**src/hdl/mdpa_pkg.sv**
```systemverilog
// Shared types and constants of the multichannel delay and phase aligner.
package mdpa_pkg;

   localparam int NUM_LANES = 4;
   localparam int COEF_BITS = 16;
   localparam int FRAC_BITS = 14;
   localparam int OFFSET_BITS = 16;

   typedef enum logic [2:0] {
      REG_ALIGN_ENABLE,
      REG_REF_STREAM,
      REG_STREAM_OFFSETS,
      REG_ROT_REAL,
      REG_ROT_IMAG
   } csr_index_type;

   typedef enum logic [1:0] {
      MODE_PASS,
      MODE_FILL,
      MODE_ROTATE
   } mode_type;

   typedef struct packed {
      logic                                  wr;
      logic                                  align_enable;
      logic [NUM_LANES-1:0][COEF_BITS-1:0]   rot_re;
      logic [NUM_LANES-1:0][COEF_BITS-1:0]   rot_im;
   } cfg_type;

endpackage

```
**src/hdl/mdpa_rot.sv**
```systemverilog
// Complex rotation with rounding and saturation for one stream, or pass or zero.
module mdpa_rot #(
   parameter int SW = 16
) (
   input  logic                                   clock,
   input  logic                                   load2,
   input  logic                                   load3,
   input  mdpa_pkg::mode_type                     mode,
   input  logic signed [SW-1:0]                   sample_re,
   input  logic signed [SW-1:0]                   sample_im,
   input  logic signed [mdpa_pkg::COEF_BITS-1:0]  coef_re,
   input  logic signed [mdpa_pkg::COEF_BITS-1:0]  coef_im,
   output logic signed [SW-1:0]                   out_re,
   output logic signed [SW-1:0]                   out_im
);
   import mdpa_pkg::*;

   localparam int PW = SW + COEF_BITS;
   localparam int XW = PW + 2;
   localparam logic signed [XW-1:0] SMAX = XW'((64'sd1 <<< (SW - 1)) - 64'sd1);
   localparam logic signed [XW-1:0] SMIN = ~SMAX;
   localparam logic signed [XW-1:0] HALF = XW'(64'sd1 <<< (FRAC_BITS - 1));

   mode_type               mode2_ff;
   logic signed [SW-1:0]   samp_re2_ff, samp_im2_ff;
   logic signed [PW-1:0]   p_rr_ff, p_ii_ff, p_ri_ff, p_ir_ff;
   logic signed [SW-1:0]   out_re_ff, out_re_in;
   logic signed [SW-1:0]   out_im_ff, out_im_in;
   logic signed [XW-1:0]   sum_re, sum_im;

   function automatic logic signed [SW-1:0] round_sat(input logic signed [XW-1:0] v);
      logic signed [XW-1:0] t;
      logic signed [XW-1:0] r;
      t = v + HALF;
      r = t >>> FRAC_BITS;
      if (r > SMAX) begin
         r = SMAX;
      end else if (r < SMIN) begin
         r = SMIN;
      end
      return r[SW-1:0];
   endfunction

   always_ff @(posedge clock) begin
      if (load2) begin
         mode2_ff    <= mode;
         samp_re2_ff <= sample_re;
         samp_im2_ff <= sample_im;
         p_rr_ff     <= PW'(sample_re) * PW'(coef_re);
         p_ii_ff     <= PW'(sample_im) * PW'(coef_im);
         p_ri_ff     <= PW'(sample_re) * PW'(coef_im);
         p_ir_ff     <= PW'(sample_im) * PW'(coef_re);
      end
      if (load3) begin
         out_re_ff <= out_re_in;
         out_im_ff <= out_im_in;
      end
   end

   assign sum_re = XW'(p_rr_ff) - XW'(p_ii_ff);
   assign sum_im = XW'(p_ri_ff) + XW'(p_ir_ff);

   always_comb begin
      case (mode2_ff)
         MODE_PASS: begin
            out_re_in = samp_re2_ff;
            out_im_in = samp_im2_ff;
         end
         MODE_ROTATE: begin
            out_re_in = round_sat(sum_re);
            out_im_in = round_sat(sum_im);
         end
         default: begin
            out_re_in = '0;
            out_im_in = '0;
         end
      endcase
   end

   assign out_re = out_re_ff;
   assign out_im = out_im_ff;

endmodule
```
**config.mk**
```make
export PLATFORM = sky130hd
export DESIGN_NAME = mdpa_rot
export DESIGN_NICKNAME = d
export VERILOG_FILES = /design/src/hdl/mdpa_pkg.sv /design/src/hdl/mdpa_rot.sv
export SDC_FILE = /design/constraint.sdc
export NUM_CORES = 2
export LEC_CHECK = 0
export BUFFER_PORTS_ARGS = -buffer_cell sky130_fd_sc_hd__buf_2
export CAP_MARGIN = 20
export CORE_UTILIZATION = 25
export CTS_BUF_LIST = sky130_fd_sc_hd__clkbuf_8 sky130_fd_sc_hd__clkbuf_16
export CTS_CLUSTER_SIZE = 28
export DETAILED_ROUTE_END_ITERATION = 8
export PLACE_DENSITY = 0.37
export RECOVER_POWER = 25
export SETUP_SLACK_MARGIN = 0.1
export SYNTH_ARGS = -nofsm -noshare
export SYNTH_HDL_FRONTEND = slang
export SYNTH_SLANG_ARGS = --single-unit
```
**constraint.sdc**
```tcl
create_clock -name clock -period 20.8 [get_ports clock]
set_clock_uncertainty 0.15 [all_clocks]
set_input_delay 2.08 -clock clock [delete_from_list [all_inputs] [get_ports clock]]
set_output_delay 2.08 -clock clock [all_outputs]
set_load 0.02 [all_outputs]
```
==> results.cfg <==
[status]
run_status = finished, violations left
violated_checks = capacitance limit, slew limit

[synthesis]
number_of_synthesized_register_bits = 194
dominantRegCellSynth = sky130_fd_sc_hd__edfxtp_1
synth_top_family_by_area = adder cells
synth_edf_count = 194
netlist-cell-type-count = 73
synth_xor_xnor_area_share_pct = 2.78
synth_simple_gate_area_share_pct = 13.9
post_synth_mux_area_share_pct = 0.132
synth_area_sq_um = 49200
synthArstFlopShare_pct = 0
synth_nets = 6666
synth-adder-area-share_pct = 54.2
synth_compound_gate_area_share_pct = 6.33
synth_seq_area_share_pct = 11.9
postSynthCellCount = 5097
avgSynthCellArea_sq_um = 9.64
yosysWarningCount = 0

[global_route]
maximum_number_of_pins_on_one_net_before_global_route_repair = 73
grt_pass1_wl_microns = 234000
gr-usage-met1_pct = 21.2
gr-max-usage-layer = met2
antenna_found_initial = 21
groute.layer.met2.usage_pct = 27.5
m3_gr_usage_pct = 1.43
grt_overflow_total = 0
via_count_of_the_first_global_routing_pass = 37700
groute.usage.overall_pct = 15.8

[sta]
number_of_slew_limit_violations_in_the_final_report = 1028
maxClockFrequency_mhz = 96.2
rsz0062_at_grt = no
slew-limit-headroom_pct = -228
fin_crit_ns = 10.40
final.period_utilization_pct = 50.0
fin_tns_setup_ns = 0
number_of_failing_hold_endpoints_at_the_final_stage = 0
max_slew.worst_pin.slew_ns = 4.92
timing.final.setup_violations = 0

[clock_tree]
clock_latency_on_the_worst_skew_pair_ns = 0.56
cts_repair_resize_count = 0
clk_pin_slew_worst_paths_ns = 0.08
ctsLongestPathBuffers = 2
cts_buffers = 17
cts_setup_buffers = 0
cts.sink_count = 194
cts_tree = done
cts.htree.levels = 4
cts-hold-fix-buffers = 0
cts.root.buffer_cell = sky130_fd_sc_hd__clkbuf_16

[detailed_routing]
finalWirelength_microns = 149000
drt-wirelength-per-cell_microns = 19.4
postRouteAntennaNets = 0
route.detailed.vias_per_inst = 4.33
dr.first_iter.drc_count = 1611
routed-via-count = 33400
remaining_drc_errors = 0
first_pass_iters = 7

[critical_path]
crit_path_top_delay_cell = sky130_fd_sc_hd__clkbuf_1
start_kind = input port
cpPeakStageDelay_ns = 2.03
timing.critical_path.cells = buf_2, clkbuf_1, nand2_1, fa_1, fa_1, inv_1, fa_1, inv_1, fa_1, fa_1, fa_1, inv_1, ha_1, a21oi_1, nor2b_1, o21ai_0, nand2b_1, a31oi_1, a21oi_1, o41ai_1, or4b_2, o311ai_0
buffer_and_inverter_count_on_the_worst_path = 5
path_max_fanout = 33
cpMostUsedCell = sky130_fd_sc_hd__fa_1
critical_path.endpoint_type = register
reg2reg_setup_slack_ns = 15.44
cp.arrival_ns = 10.60
worst-endpoint-required_ns = 21.00
critical-path-top-delay-family = adder cells
setup.worst_path.class = in -> reg

[run]
maxCapViolations = 29

[finish]
layout.cell_area.non_filler_sq_um = 53100
area_growth_syn_to_layout_pct = 8.02
register_area_sq_um = 5830
finish.utilization_pct = 27.2
finalNetCount = 6630
multi_input_area_sq_um = 38000
post_route_cells_drive_above_1_share_pct = 3.67
fillerInstances = 21000
finalNonFillerCells = 7703

[placement]
dp_hpwl_microns = 116000
place.detailed.instances = 7666
placed_instance_area_sq_um = 52600
gpl_wtd_cong = 0.790
io_buf_count = 100

[floorplan]
pin_count = 101
std_cell_rows = 162
floorplan.core_area_sq_um = 195000
die_width_microns = 445
initial_core_utilization_pct = 25.2
fp.dieArea_sq_um = 198000
die_h_microns = 445

[hold_path]
holdCritPathClass = reg -> reg
-- logic make-up after synthesis --
family	count (synthesis)
muxes	5
and+or+nand+nor	1369
xor gates and xnor gates	156
DFF	194
AOI/OAI and AO/OA	462
buffers and inverters	1411
adders and majority gates	1500
-- final timing paths --
check            startpoint           to  cells past startpoint
min reg2reg  samp_im2_ff[4]    out_im[4]                      2
max reg2reg     p_ri_ff[23]    out_im[0]                     12
max           sample_re[12]  p_rr_ff[30]                     22
min          samp_im2_ff[4]    out_im[4]                      2
-- routing by layer --
layer  vias to the layer above  routed length [microns]
met5                         -                       46
met3                        83                     4120
li1                      15400                        -
met2                       406                    73900
met4                         6                     2350
met1                     17500                    68800
-- layout by cell type, fill, tap and decap left out, types with 30 or more instances in the layout --
master / Yosys / routed
sky130_fd_sc_hd__buf_2: 2 / 91
sky130_fd_sc_hd__inv_1: 1201 / 1201
sky130_fd_sc_hd__nand3_1: 30 / 30
sky130_fd_sc_hd__xor2_1: 38 / 38
sky130_fd_sc_hd__and2_1: 500 / 499
sky130_fd_sc_hd__edfxtp_1: 194 / 194
sky130_fd_sc_hd__o21ai_0: 69 / 69
sky130_fd_sc_hd__a21o_1: 65 / 65
sky130_fd_sc_hd__xnor2_1: 118 / 118
sky130_fd_sc_hd__nand2_1: 541 / 541
sky130_fd_sc_hd__ha_1: 452 / 452
sky130_fd_sc_hd__nor2_1: 137 / 136
sky130_fd_sc_hd__buf_4: 2 / 31
sky130_fd_sc_hd__fa_1: 1048 / 1048
sky130_fd_sc_hd__a21oi_1: 128 / 128
sky130_fd_sc_hd__o211ai_1: 43 / 43
sky130_fd_sc_hd__clkbuf_1: 202 / 32
-- flip-flops by register name, indices dropped and copies added, names as in the netlist --
name         count
out_im          16
p_rr_ff         32
p_ir_ff         32
out_re          16
mode2_ff         2
p_ri_ff         32
p_ii_ff         32
samp_re2_ff     16
samp_im2_ff     16
-- tightest hold or removal path: stages (launching register included) --
cell and delay, ns:
sky130_fd_sc_hd__edfxtp_1 0.33, sky130_fd_sc_hd__nand2_1 0.04, sky130_fd_sc_hd__o211ai_1 0.08
-- per-stage QoR --
step / hold slack (ns) / setup slack, ns
floorplan: 0.364 / 12.51
global placement: 0.384 / 11.26
detailed placement: 0.382 / 11.21
CTS: 0.414 / 11.82
global route: 0.432 / 9.87
finish: 0.412 / 10.40
-- Yosys cell counts, types with 4 or more instances --
library cell,n,area share (%)
sky130_fd_sc_hd__a31oi_1,16,0.20
sky130_fd_sc_hd__and3_1,24,0.31
sky130_fd_sc_hd__a21boi_0,7,0.11
sky130_fd_sc_hd__o211ai_1,43,0.66
sky130_fd_sc_hd__or2_2,7,0.089
sky130_fd_sc_hd__edfxtp_1,194,12
sky130_fd_sc_hd__nor3_1,29,0.30
sky130_fd_sc_hd__nor2b_1,16,0.20
sky130_fd_sc_hd__o31ai_1,5,0.076
sky130_fd_sc_hd__nand2_1,541,4.1
sky130_fd_sc_hd__a311oi_1,7,0.12
sky130_fd_sc_hd__a31o_2,7,0.12
sky130_fd_sc_hd__or3_1,11,0.14
sky130_fd_sc_hd__a211o_1,4,0.071
sky130_fd_sc_hd__nand3_1,30,0.31
sky130_fd_sc_hd__nand2b_1,28,0.36
sky130_fd_sc_hd__xor2_1,38,0.68
sky130_fd_sc_hd__and2_1,500,6.4
sky130_fd_sc_hd__nand4_1,27,0.34
sky130_fd_sc_hd__a21o_1,65,0.99
sky130_fd_sc_hd__o21ai_0,69,0.70
sky130_fd_sc_hd__inv_1,1201,9.2
sky130_fd_sc_hd__o2111ai_1,8,0.14
sky130_fd_sc_hd__o311ai_0,5,0.089
sky130_fd_sc_hd__clkbuf_1,202,1.5
sky130_fd_sc_hd__xnor2_1,118,2.1
sky130_fd_sc_hd__o21bai_1,25,0.38
sky130_fd_sc_hd__fa_1,1048,43
sky130_fd_sc_hd__a211oi_1,18,0.27
sky130_fd_sc_hd__o21a_1,14,0.21
sky130_fd_sc_hd__ha_1,452,12
sky130_fd_sc_hd__a21oi_1,128,1.3
sky130_fd_sc_hd__a221oi_1,6,0.11
sky130_fd_sc_hd__nor2_1,137,1.0
-- area by class of cell --
class,count,share of cell area [%]
Multi-Input combinational cell,3492,71.6
Antenna cell,5,0.0236
Timing Repair Buffer,154,1.52
Inverter,1202,8.50
Tap cell,2624,6.18
Sequential cell,194,11.0
Clock buffer,17,0.801
Clock inverter,15,0.386
Power is not shown: default switching activity piles up to over one toggle a cycle in this logic, so the estimate is an artifact.
