## src/hdl/mdpa_pkg.sv

```systemverilog
// Shared types and constants of the multichannel delay and phase aligner.
package mdpa_pkg;

   localparam int NUM_LANES = 4;
   localparam int COEF_BITS = 16;
   localparam int FRAC_BITS = 14;
   localparam int OFFSET_BITS = 16;

   typedef enum logic [2:0] {
      REG_ALIGN_ENABLE,
      REG_REF_STREAM,
      REG_STREAM_OFFSETS,
      REG_ROT_REAL,
      REG_ROT_IMAG
   } csr_index_type;

   typedef enum logic [1:0] {
      MODE_PASS,
      MODE_FILL,
      MODE_ROTATE
   } mode_type;

   typedef struct packed {
      logic                                  wr;
      logic                                  align_enable;
      logic [NUM_LANES-1:0][COEF_BITS-1:0]   rot_re;
      logic [NUM_LANES-1:0][COEF_BITS-1:0]   rot_im;
   } cfg_type;

endpackage

```

## src/hdl/mdpa_csr.sv

```systemverilog
// Configuration registers and per-stream delay computation.
module mdpa_csr #(
   parameter int MAX_DELAY = 1024,
   localparam int DW = $clog2(MAX_DELAY + 1)
) (
   input  logic                                   clock,
   input  logic                                   reset,
   input  logic                                   psel,
   input  logic                                   penable,
   input  logic                                   pwrite,
   input  logic [5:0]                             paddr,
   input  logic [63:0]                            pwdata,
   output logic [63:0]                            prdata,
   output logic                                   pready,
   output mdpa_pkg::cfg_type                      cfg,
   output logic [mdpa_pkg::NUM_LANES-1:0][DW-1:0] dly
);
   import mdpa_pkg::*;

   localparam logic [63:0] ROT_REAL_RESET  = 64'h4000_4000_4000_4000;

   logic                          align_ff, align_in;
   logic [1:0]                    ref_ff, ref_in;
   logic [63:0]                   offsets_ff, offsets_in;
   logic [63:0]                   rot_re_ff, rot_re_in;
   logic [63:0]                   rot_im_ff, rot_im_in;
   logic                          wr_in;
   logic [NUM_LANES-1:0][DW-1:0]  dly_ff, dly_in;
   logic                          wr_strobe;
   logic [2:0]                    index;

   assign wr_strobe = psel && penable && pwrite;
   assign index     = paddr[5:3];
   assign pready    = 1'b1;

   always_comb begin
      align_in   = align_ff;
      ref_in     = ref_ff;
      offsets_in = offsets_ff;
      rot_re_in  = rot_re_ff;
      rot_im_in  = rot_im_ff;
      wr_in      = 1'b0;
      if (wr_strobe) begin
         case (index)
            REG_ALIGN_ENABLE: begin
               align_in = pwdata[0];
               wr_in    = 1'b1;
            end
            REG_REF_STREAM: begin
               ref_in = pwdata[1:0];
               wr_in  = 1'b1;
            end
            REG_STREAM_OFFSETS: begin
               offsets_in = pwdata;
               wr_in      = 1'b1;
            end
            REG_ROT_REAL: begin
               rot_re_in = pwdata;
               wr_in     = 1'b1;
            end
            REG_ROT_IMAG: begin
               rot_im_in = pwdata;
               wr_in     = 1'b1;
            end
            default: begin
               wr_in = 1'b0;
            end
         endcase
      end
   end

   always_comb begin
      logic [OFFSET_BITS-1:0] ref_off;
      logic [OFFSET_BITS+1:0] diff;
      ref_off = offsets_in[{ref_in, 4'b0000} +: OFFSET_BITS];
      for (int s = 0; s < NUM_LANES; s++) begin
         diff = {2'b00, ref_off} - {2'b00, offsets_in[OFFSET_BITS*s +: OFFSET_BITS]};
         if (diff[OFFSET_BITS+1]) begin
            dly_in[s] = '0;
         end else if (diff > (OFFSET_BITS+2)'(MAX_DELAY)) begin
            dly_in[s] = DW'(MAX_DELAY);
         end else begin
            dly_in[s] = diff[DW-1:0];
         end
      end
   end

   always_ff @(posedge clock) begin
      if (reset) begin
         align_ff   <= 1'b0;
         ref_ff     <= '0;
         offsets_ff <= '0;
         rot_re_ff  <= ROT_REAL_RESET;
         rot_im_ff  <= '0;
         dly_ff     <= '0;
      end else begin
         align_ff   <= align_in;
         ref_ff     <= ref_in;
         offsets_ff <= offsets_in;
         rot_re_ff  <= rot_re_in;
         rot_im_ff  <= rot_im_in;
         dly_ff     <= dly_in;
      end
   end

   always_comb begin
      case (index)
         REG_ALIGN_ENABLE:   prdata = {63'd0, align_ff};
         REG_REF_STREAM:     prdata = {62'd0, ref_ff};
         REG_STREAM_OFFSETS: prdata = offsets_ff;
         REG_ROT_REAL:       prdata = rot_re_ff;
         REG_ROT_IMAG:       prdata = rot_im_ff;
         default:            prdata = '0;
      endcase
   end

   assign cfg.wr           = wr_in;
   assign cfg.align_enable = align_ff;
   assign cfg.rot_re       = rot_re_ff;
   assign cfg.rot_im       = rot_im_ff;
   assign dly              = dly_ff;

endmodule

```

## config.mk

```make
export PLATFORM = sky130hd
export DESIGN_NAME = mdpa_csr
export DESIGN_NICKNAME = d
export VERILOG_FILES = /design/src/hdl/mdpa_pkg.sv /design/src/hdl/mdpa_csr.sv
export SDC_FILE = /design/constraint.sdc
export NUM_CORES = 1
export LEC_CHECK = 0
export ABC_AREA = 1
export CORE_MARGIN = 3
export CORE_UTILIZATION = 40
export DETAILED_ROUTE_END_ITERATION = 8
export DONT_BUFFER_PORTS = 1
export PLACE_DENSITY_LB_ADDON = 0.1
export SLEW_MARGIN = 10
export SYNTH_ARGS = -nofsm -noshare
export SYNTH_HDL_FRONTEND = slang
export SYNTH_SLANG_ARGS = --single-unit
```

## constraint.sdc

```tcl
create_clock -name clock -period 9.3 [get_ports clock]
set_clock_uncertainty 0.2 [all_clocks]
set_input_delay 1.395 -clock clock [delete_from_list [all_inputs] [get_ports clock]]
set_output_delay 1.395 -clock clock [all_outputs]
set_load 0.05 [all_outputs]
```

==> flow_results.xml <==
<?xml version="1.0" encoding="UTF-8"?>
<metrics>
  <group name="clocking">
    <metric name="numCtsBuffers" unit="">27</metric>
    <metric name="cts.reportedPaths.clkPinSlew" unit="ps">60</metric>
    <metric name="clock_tree.buffer_depth" unit="">3</metric>
    <metric name="post-cts-setup-buffer-count" unit="">0</metric>
    <metric name="htree_levels" unit="">1</metric>
    <metric name="cts_tree" unit="">done</metric>
    <metric name="cts.hold.buffers_added" unit="">0</metric>
    <metric name="cts_repair_resize_count" unit="">0</metric>
    <metric name="clock_insertion_delay_worst_skew" unit="ps">560</metric>
    <metric name="cts.sinks" unit="">239</metric>
    <metric name="clock-root-buffer" unit="">sky130_fd_sc_hd__clkbuf_16</metric>
  </group>
  <group name="detailed_routing">
    <metric name="avg_wl_per_cell" unit="um">19.8</metric>
    <metric name="drt_pre_antenna_iters" unit="">7</metric>
    <metric name="drt_drc_violations_left" unit="">0</metric>
    <metric name="detailed_route_via_count" unit="">13416</metric>
    <metric name="routed_via_density" unit="">5.22</metric>
    <metric name="route.antenna.remaining_nets" unit="">0</metric>
    <metric name="drt-total-wl" unit="mm">50.7</metric>
    <metric name="drt_iter0_markers" unit="">1017</metric>
  </group>
  <group name="final_layout">
    <metric name="ff_latch_area" unit="um2">4780</metric>
    <metric name="areaGrowthSynthToFinish" unit="%">10.0</metric>
    <metric name="layout.nets" unit="">2247</metric>
    <metric name="antennaDiodeCount" unit="">0</metric>
    <metric name="final_cell_mix" unit="">sky130_fd_sc_hd__nand2_1 (577), sky130_fd_sc_hd__nor2_1 (421), sky130_fd_sc_hd__dfxtp_1 (239)</metric>
    <metric name="layout.cells.most_common" unit="">sky130_fd_sc_hd__nand2_1</metric>
    <metric name="layout-drive-gt1-share" unit="%">5.47</metric>
    <metric name="multi_input_comb_area" unit="um2">7750</metric>
    <metric name="filler_cell_count" unit="">3556</metric>
  </group>
  <group name="grt">
    <metric name="gr-usage-all-layers" unit="%">26.5</metric>
    <metric name="grt_first_pass_wirelength" unit="mm">75.3</metric>
    <metric name="grt_pass1_vias" unit="">12280</metric>
    <metric name="antenna_found_initial" unit="">0</metric>
    <metric name="grt_overflow" unit="">0</metric>
    <metric name="grt_start_max_net_pins" unit="">80</metric>
  </group>
  <group name="worst_setup_path">
    <metric name="critical_path.endpoint_type" unit="">flop</metric>
    <metric name="timing.setup.critical_path_class" unit="">in -&gt; reg</metric>
    <metric name="worst_r2r_path_depth" unit="">22</metric>
    <metric name="critPathRequiredTime" unit="ps">9550</metric>
    <metric name="crit_path_start_kind" unit="">input pin</metric>
    <metric name="timing.reg2reg.setup_slack" unit="ps">5100</metric>
    <metric name="worst-endpoint-arrival" unit="ps">6290</metric>
    <metric name="timing.rr.start" unit="">ref_ff[0]</metric>
    <metric name="critical_path.reg2reg.endpoint" unit="">dly[21]</metric>
    <metric name="critPathMaxFanout" unit="">72</metric>
  </group>
  <group name="sta">
    <metric name="final.period_utilization" unit="%">64.9</metric>
    <metric name="clock.fmax" unit="MHz">166</metric>
    <metric name="summed_negative_setup_slack_over_all_endpoints" unit="ps">0</metric>
    <metric name="timing.max_slew.rel_slack" unit="%">20.2</metric>
    <metric name="drv_slew" unit="">0</metric>
    <metric name="report.final.setup_viol" unit="">0</metric>
    <metric name="finalHoldViolations" unit="">0</metric>
    <metric name="final_worst_slack" unit="ps">3260</metric>
    <metric name="worst_tran_pin_value" unit="ps">1190</metric>
    <metric name="layout_min_cycle_time" unit="ps">6040</metric>
    <metric name="grt_setup_unrepaired" unit="">no</metric>
  </group>
  <group name="floorplan">
    <metric name="num_rows" unit="">67</metric>
    <metric name="start_util" unit="%">40.8</metric>
    <metric name="die_w" unit="um">191</metric>
    <metric name="io_pins" unit="">314</metric>
    <metric name="floorplan.die.height" unit="um">191</metric>
    <metric name="dieArea" unit="um2">36500</metric>
    <metric name="core_area" unit="um2">33600</metric>
  </group>
  <group name="synthesis">
    <metric name="synth.lib_cells_used.distinct" unit="">43</metric>
    <metric name="seq_area_frac_synth" unit="%">34.9</metric>
    <metric name="syn_avg_cell_area" unit="um2">6.45</metric>
    <metric name="synth_cells" unit="">2125</metric>
    <metric name="post_synth_instance_area" unit="um2">13700</metric>
    <metric name="mappedNetlistNets" unit="">2272</metric>
    <metric name="postSynthRegisterBits" unit="">239</metric>
    <metric name="synthArstFlopShare" unit="%">0</metric>
    <metric name="dominantRegCellSynth" unit="">sky130_fd_sc_hd__dfxtp_1</metric>
    <metric name="synth_edf_count" unit="">0</metric>
    <metric name="synth_warnings" unit="">0</metric>
  </group>
  <group name="pwr">
    <metric name="power_per_cell_area" unit="nW/um2">179</metric>
    <metric name="power.leakage" unit="nW">7.27</metric>
    <metric name="ir_drop" unit="V">0.000136</metric>
  </group>
  <group name="min_path">
    <metric name="hold-path-cell-count" unit="">2</metric>
    <metric name="holdCritStartpoint" unit="">offsets_ff[39]</metric>
    <metric name="hold-path-endpoint" unit="">offsets_ff[39]</metric>
    <metric name="hold_path_class" unit="">reg -&gt; reg</metric>
  </group>
  <group name="outcome">
    <metric name="run_status" unit="">completed</metric>
  </group>
  <group name="placed_design">
    <metric name="gp_congestion" unit="">0.927</metric>
    <metric name="dp_slack" unit="ps">2630</metric>
    <metric name="detailedPlacementHpwl" unit="mm">37.9</metric>
    <metric name="placement.io_buffers" unit="">0</metric>
  </group>
  <group name="run">
    <metric name="drv_cap" unit="">0</metric>
  </group>
</metrics>
## worst max-delay path by stage
stage | depth (start not counted) | from | end | slack (ps)
2_1_floorplan | 25 | pwrite | dly[11] | 4710
3_3_place_gp | 18 | paddr[3] | dly[21] | 2660
3_5_place_dp | 18 | paddr[3] | dly[21] | 2630
4_1_cts | 18 | paddr[3] | dly[21] | 3220
5_1_grt | 18 | paddr[3] | dly[21] | 2850
6_report | 18 | paddr[3] | dly[21] | 3260
## power breakdown
group	total [mW]	leakage [nW]	internal, mW	switching [mW]
combinational	0.522	4.90	0.165	0.357
sequential	1.10	1.93	1.04	0.0577
clock	1.08	0.443	0.635	0.443
total	2.70	7.27	1.84	0.858
## metrics by stage
stage / hold slack, ps / instances / instance area (um2) / power, mW / utilization (%)
final: 405 / 2568 / 15100 / 2.70 / 44.9
after global routing: 460 / 2568 / 15100 / 2.84 / 44.9
after CTS: 395 / 2568 / 15100 / 2.72 / 44.9
after detailed placement: 381 / 2519 / 14200 / 1.64 / 42.2
after global placement: 370 / 2519 / 14200 / 1.64 / 42.2
after floorplan: 238 / 2125 / 13700 / 1.52 / -
## area by class of cell
| cell class | instances | share of cell area (%) |
|---|---|---|
| Clock inverter | 5 | 0.431 |
| Clock buffer | 44 | 5.50 |
| Tap cell | 448 | 3.72 |
| Timing Repair Buffer | 37 | 1.84 |
| Multi-Input combinational cell | 1580 | 51.4 |
| Sequential cell | 239 | 31.7 |
| Inverter | 215 | 5.36 |
## metal layers
metal,wire length (um),vias up,global-route usage [%]
li1,-,6734,-
met1,22800,6178,35.2
met2,23000,422,44.3
met3,3650,82,5.45
met4,1280,0,6.55
met5,0,-,0
## registers in the layout (all words and copies together) (netlist names)
| register | cells |
|---|---|
| dly | 44 |
| align_ff | 1 |
| offsets_ff | 64 |
| rot_im_ff | 64 |
| ref_ff | 2 |
| rot_re_ff | 64 |
## worst max-delay path: stages
cell and delay (ps):
sky130_fd_sc_hd__nor3_4 620, sky130_fd_sc_hd__nand2_4 630, sky130_fd_sc_hd__buf_4 440, sky130_fd_sc_hd__o21ai_0 760, sky130_fd_sc_hd__o21ai_1 160, sky130_fd_sc_hd__o22a_1 440, sky130_fd_sc_hd__ha_1 420, sky130_fd_sc_hd__nand2_1 130
sky130_fd_sc_hd__inv_1 50, sky130_fd_sc_hd__a21oi_1 170, sky130_fd_sc_hd__nand2_1 110, sky130_fd_sc_hd__nand2_1 100, sky130_fd_sc_hd__nand3b_1 70, sky130_fd_sc_hd__nand2_1 70, sky130_fd_sc_hd__nand2_1 50, sky130_fd_sc_hd__nor2_1 80
sky130_fd_sc_hd__nand2_1 310, sky130_fd_sc_hd__o21a_1 290
## logic make-up after synthesis
group           share of synthesized area (%)
flops                                    34.9
buf+inv                                  8.67
xor+xnor                                0.639
other cells                            0.0274
compound gates                           14.1
mux                                     0.840
fa+ha+maj                                6.79
simple gates                             34.0
## synth_stat cells, types with 2 or more instances
library cell | n | area share (%)
sky130_fd_sc_hd__xnor2_1 | 2 | 0.13
sky130_fd_sc_hd__fa_1 | 4 | 0.58
sky130_fd_sc_hd__buf_4 | 3 | 0.16
sky130_fd_sc_hd__and2_1 | 4 | 0.18
sky130_fd_sc_hd__dfxtp_1 | 239 | 35
sky130_fd_sc_hd__xor2_1 | 8 | 0.51
sky130_fd_sc_hd__inv_1 | 206 | 5.6
sky130_fd_sc_hd__o21ai_1 | 44 | 1.6
sky130_fd_sc_hd__a32o_1 | 12 | 0.88
sky130_fd_sc_hd__nor2_1 | 422 | 12
sky130_fd_sc_hd__ha_1 | 68 | 6.2
sky130_fd_sc_hd__nand3_1 | 77 | 2.8
sky130_fd_sc_hd__buf_2 | 17 | 0.62
sky130_fd_sc_hd__mux2i_1 | 6 | 0.44
sky130_fd_sc_hd__clkbuf_1 | 64 | 1.8
sky130_fd_sc_hd__o22a_1 | 2 | 0.13
sky130_fd_sc_hd__nand2_1 | 578 | 16
sky130_fd_sc_hd__nor3_1 | 13 | 0.47
sky130_fd_sc_hd__nor3_2 | 11 | 0.80
sky130_fd_sc_hd__o21bai_1 | 3 | 0.16
sky130_fd_sc_hd__mux2i_2 | 4 | 0.40
sky130_fd_sc_hd__nand4_1 | 5 | 0.23
sky130_fd_sc_hd__inv_2 | 9 | 0.25
sky130_fd_sc_hd__nand3_2 | 3 | 0.22
sky130_fd_sc_hd__nand3b_1 | 27 | 1.5
sky130_fd_sc_hd__o211ai_1 | 52 | 2.8
sky130_fd_sc_hd__a21oi_1 | 70 | 2.6
sky130_fd_sc_hd__o21ai_0 | 149 | 5.4
sky130_fd_sc_hd__buf_1 | 6 | 0.16
sky130_fd_sc_hd__nand2_2 | 3 | 0.14
sky130_fd_sc_hd__o2111ai_1 | 2 | 0.13
Power figures use the tool's default switching activity.
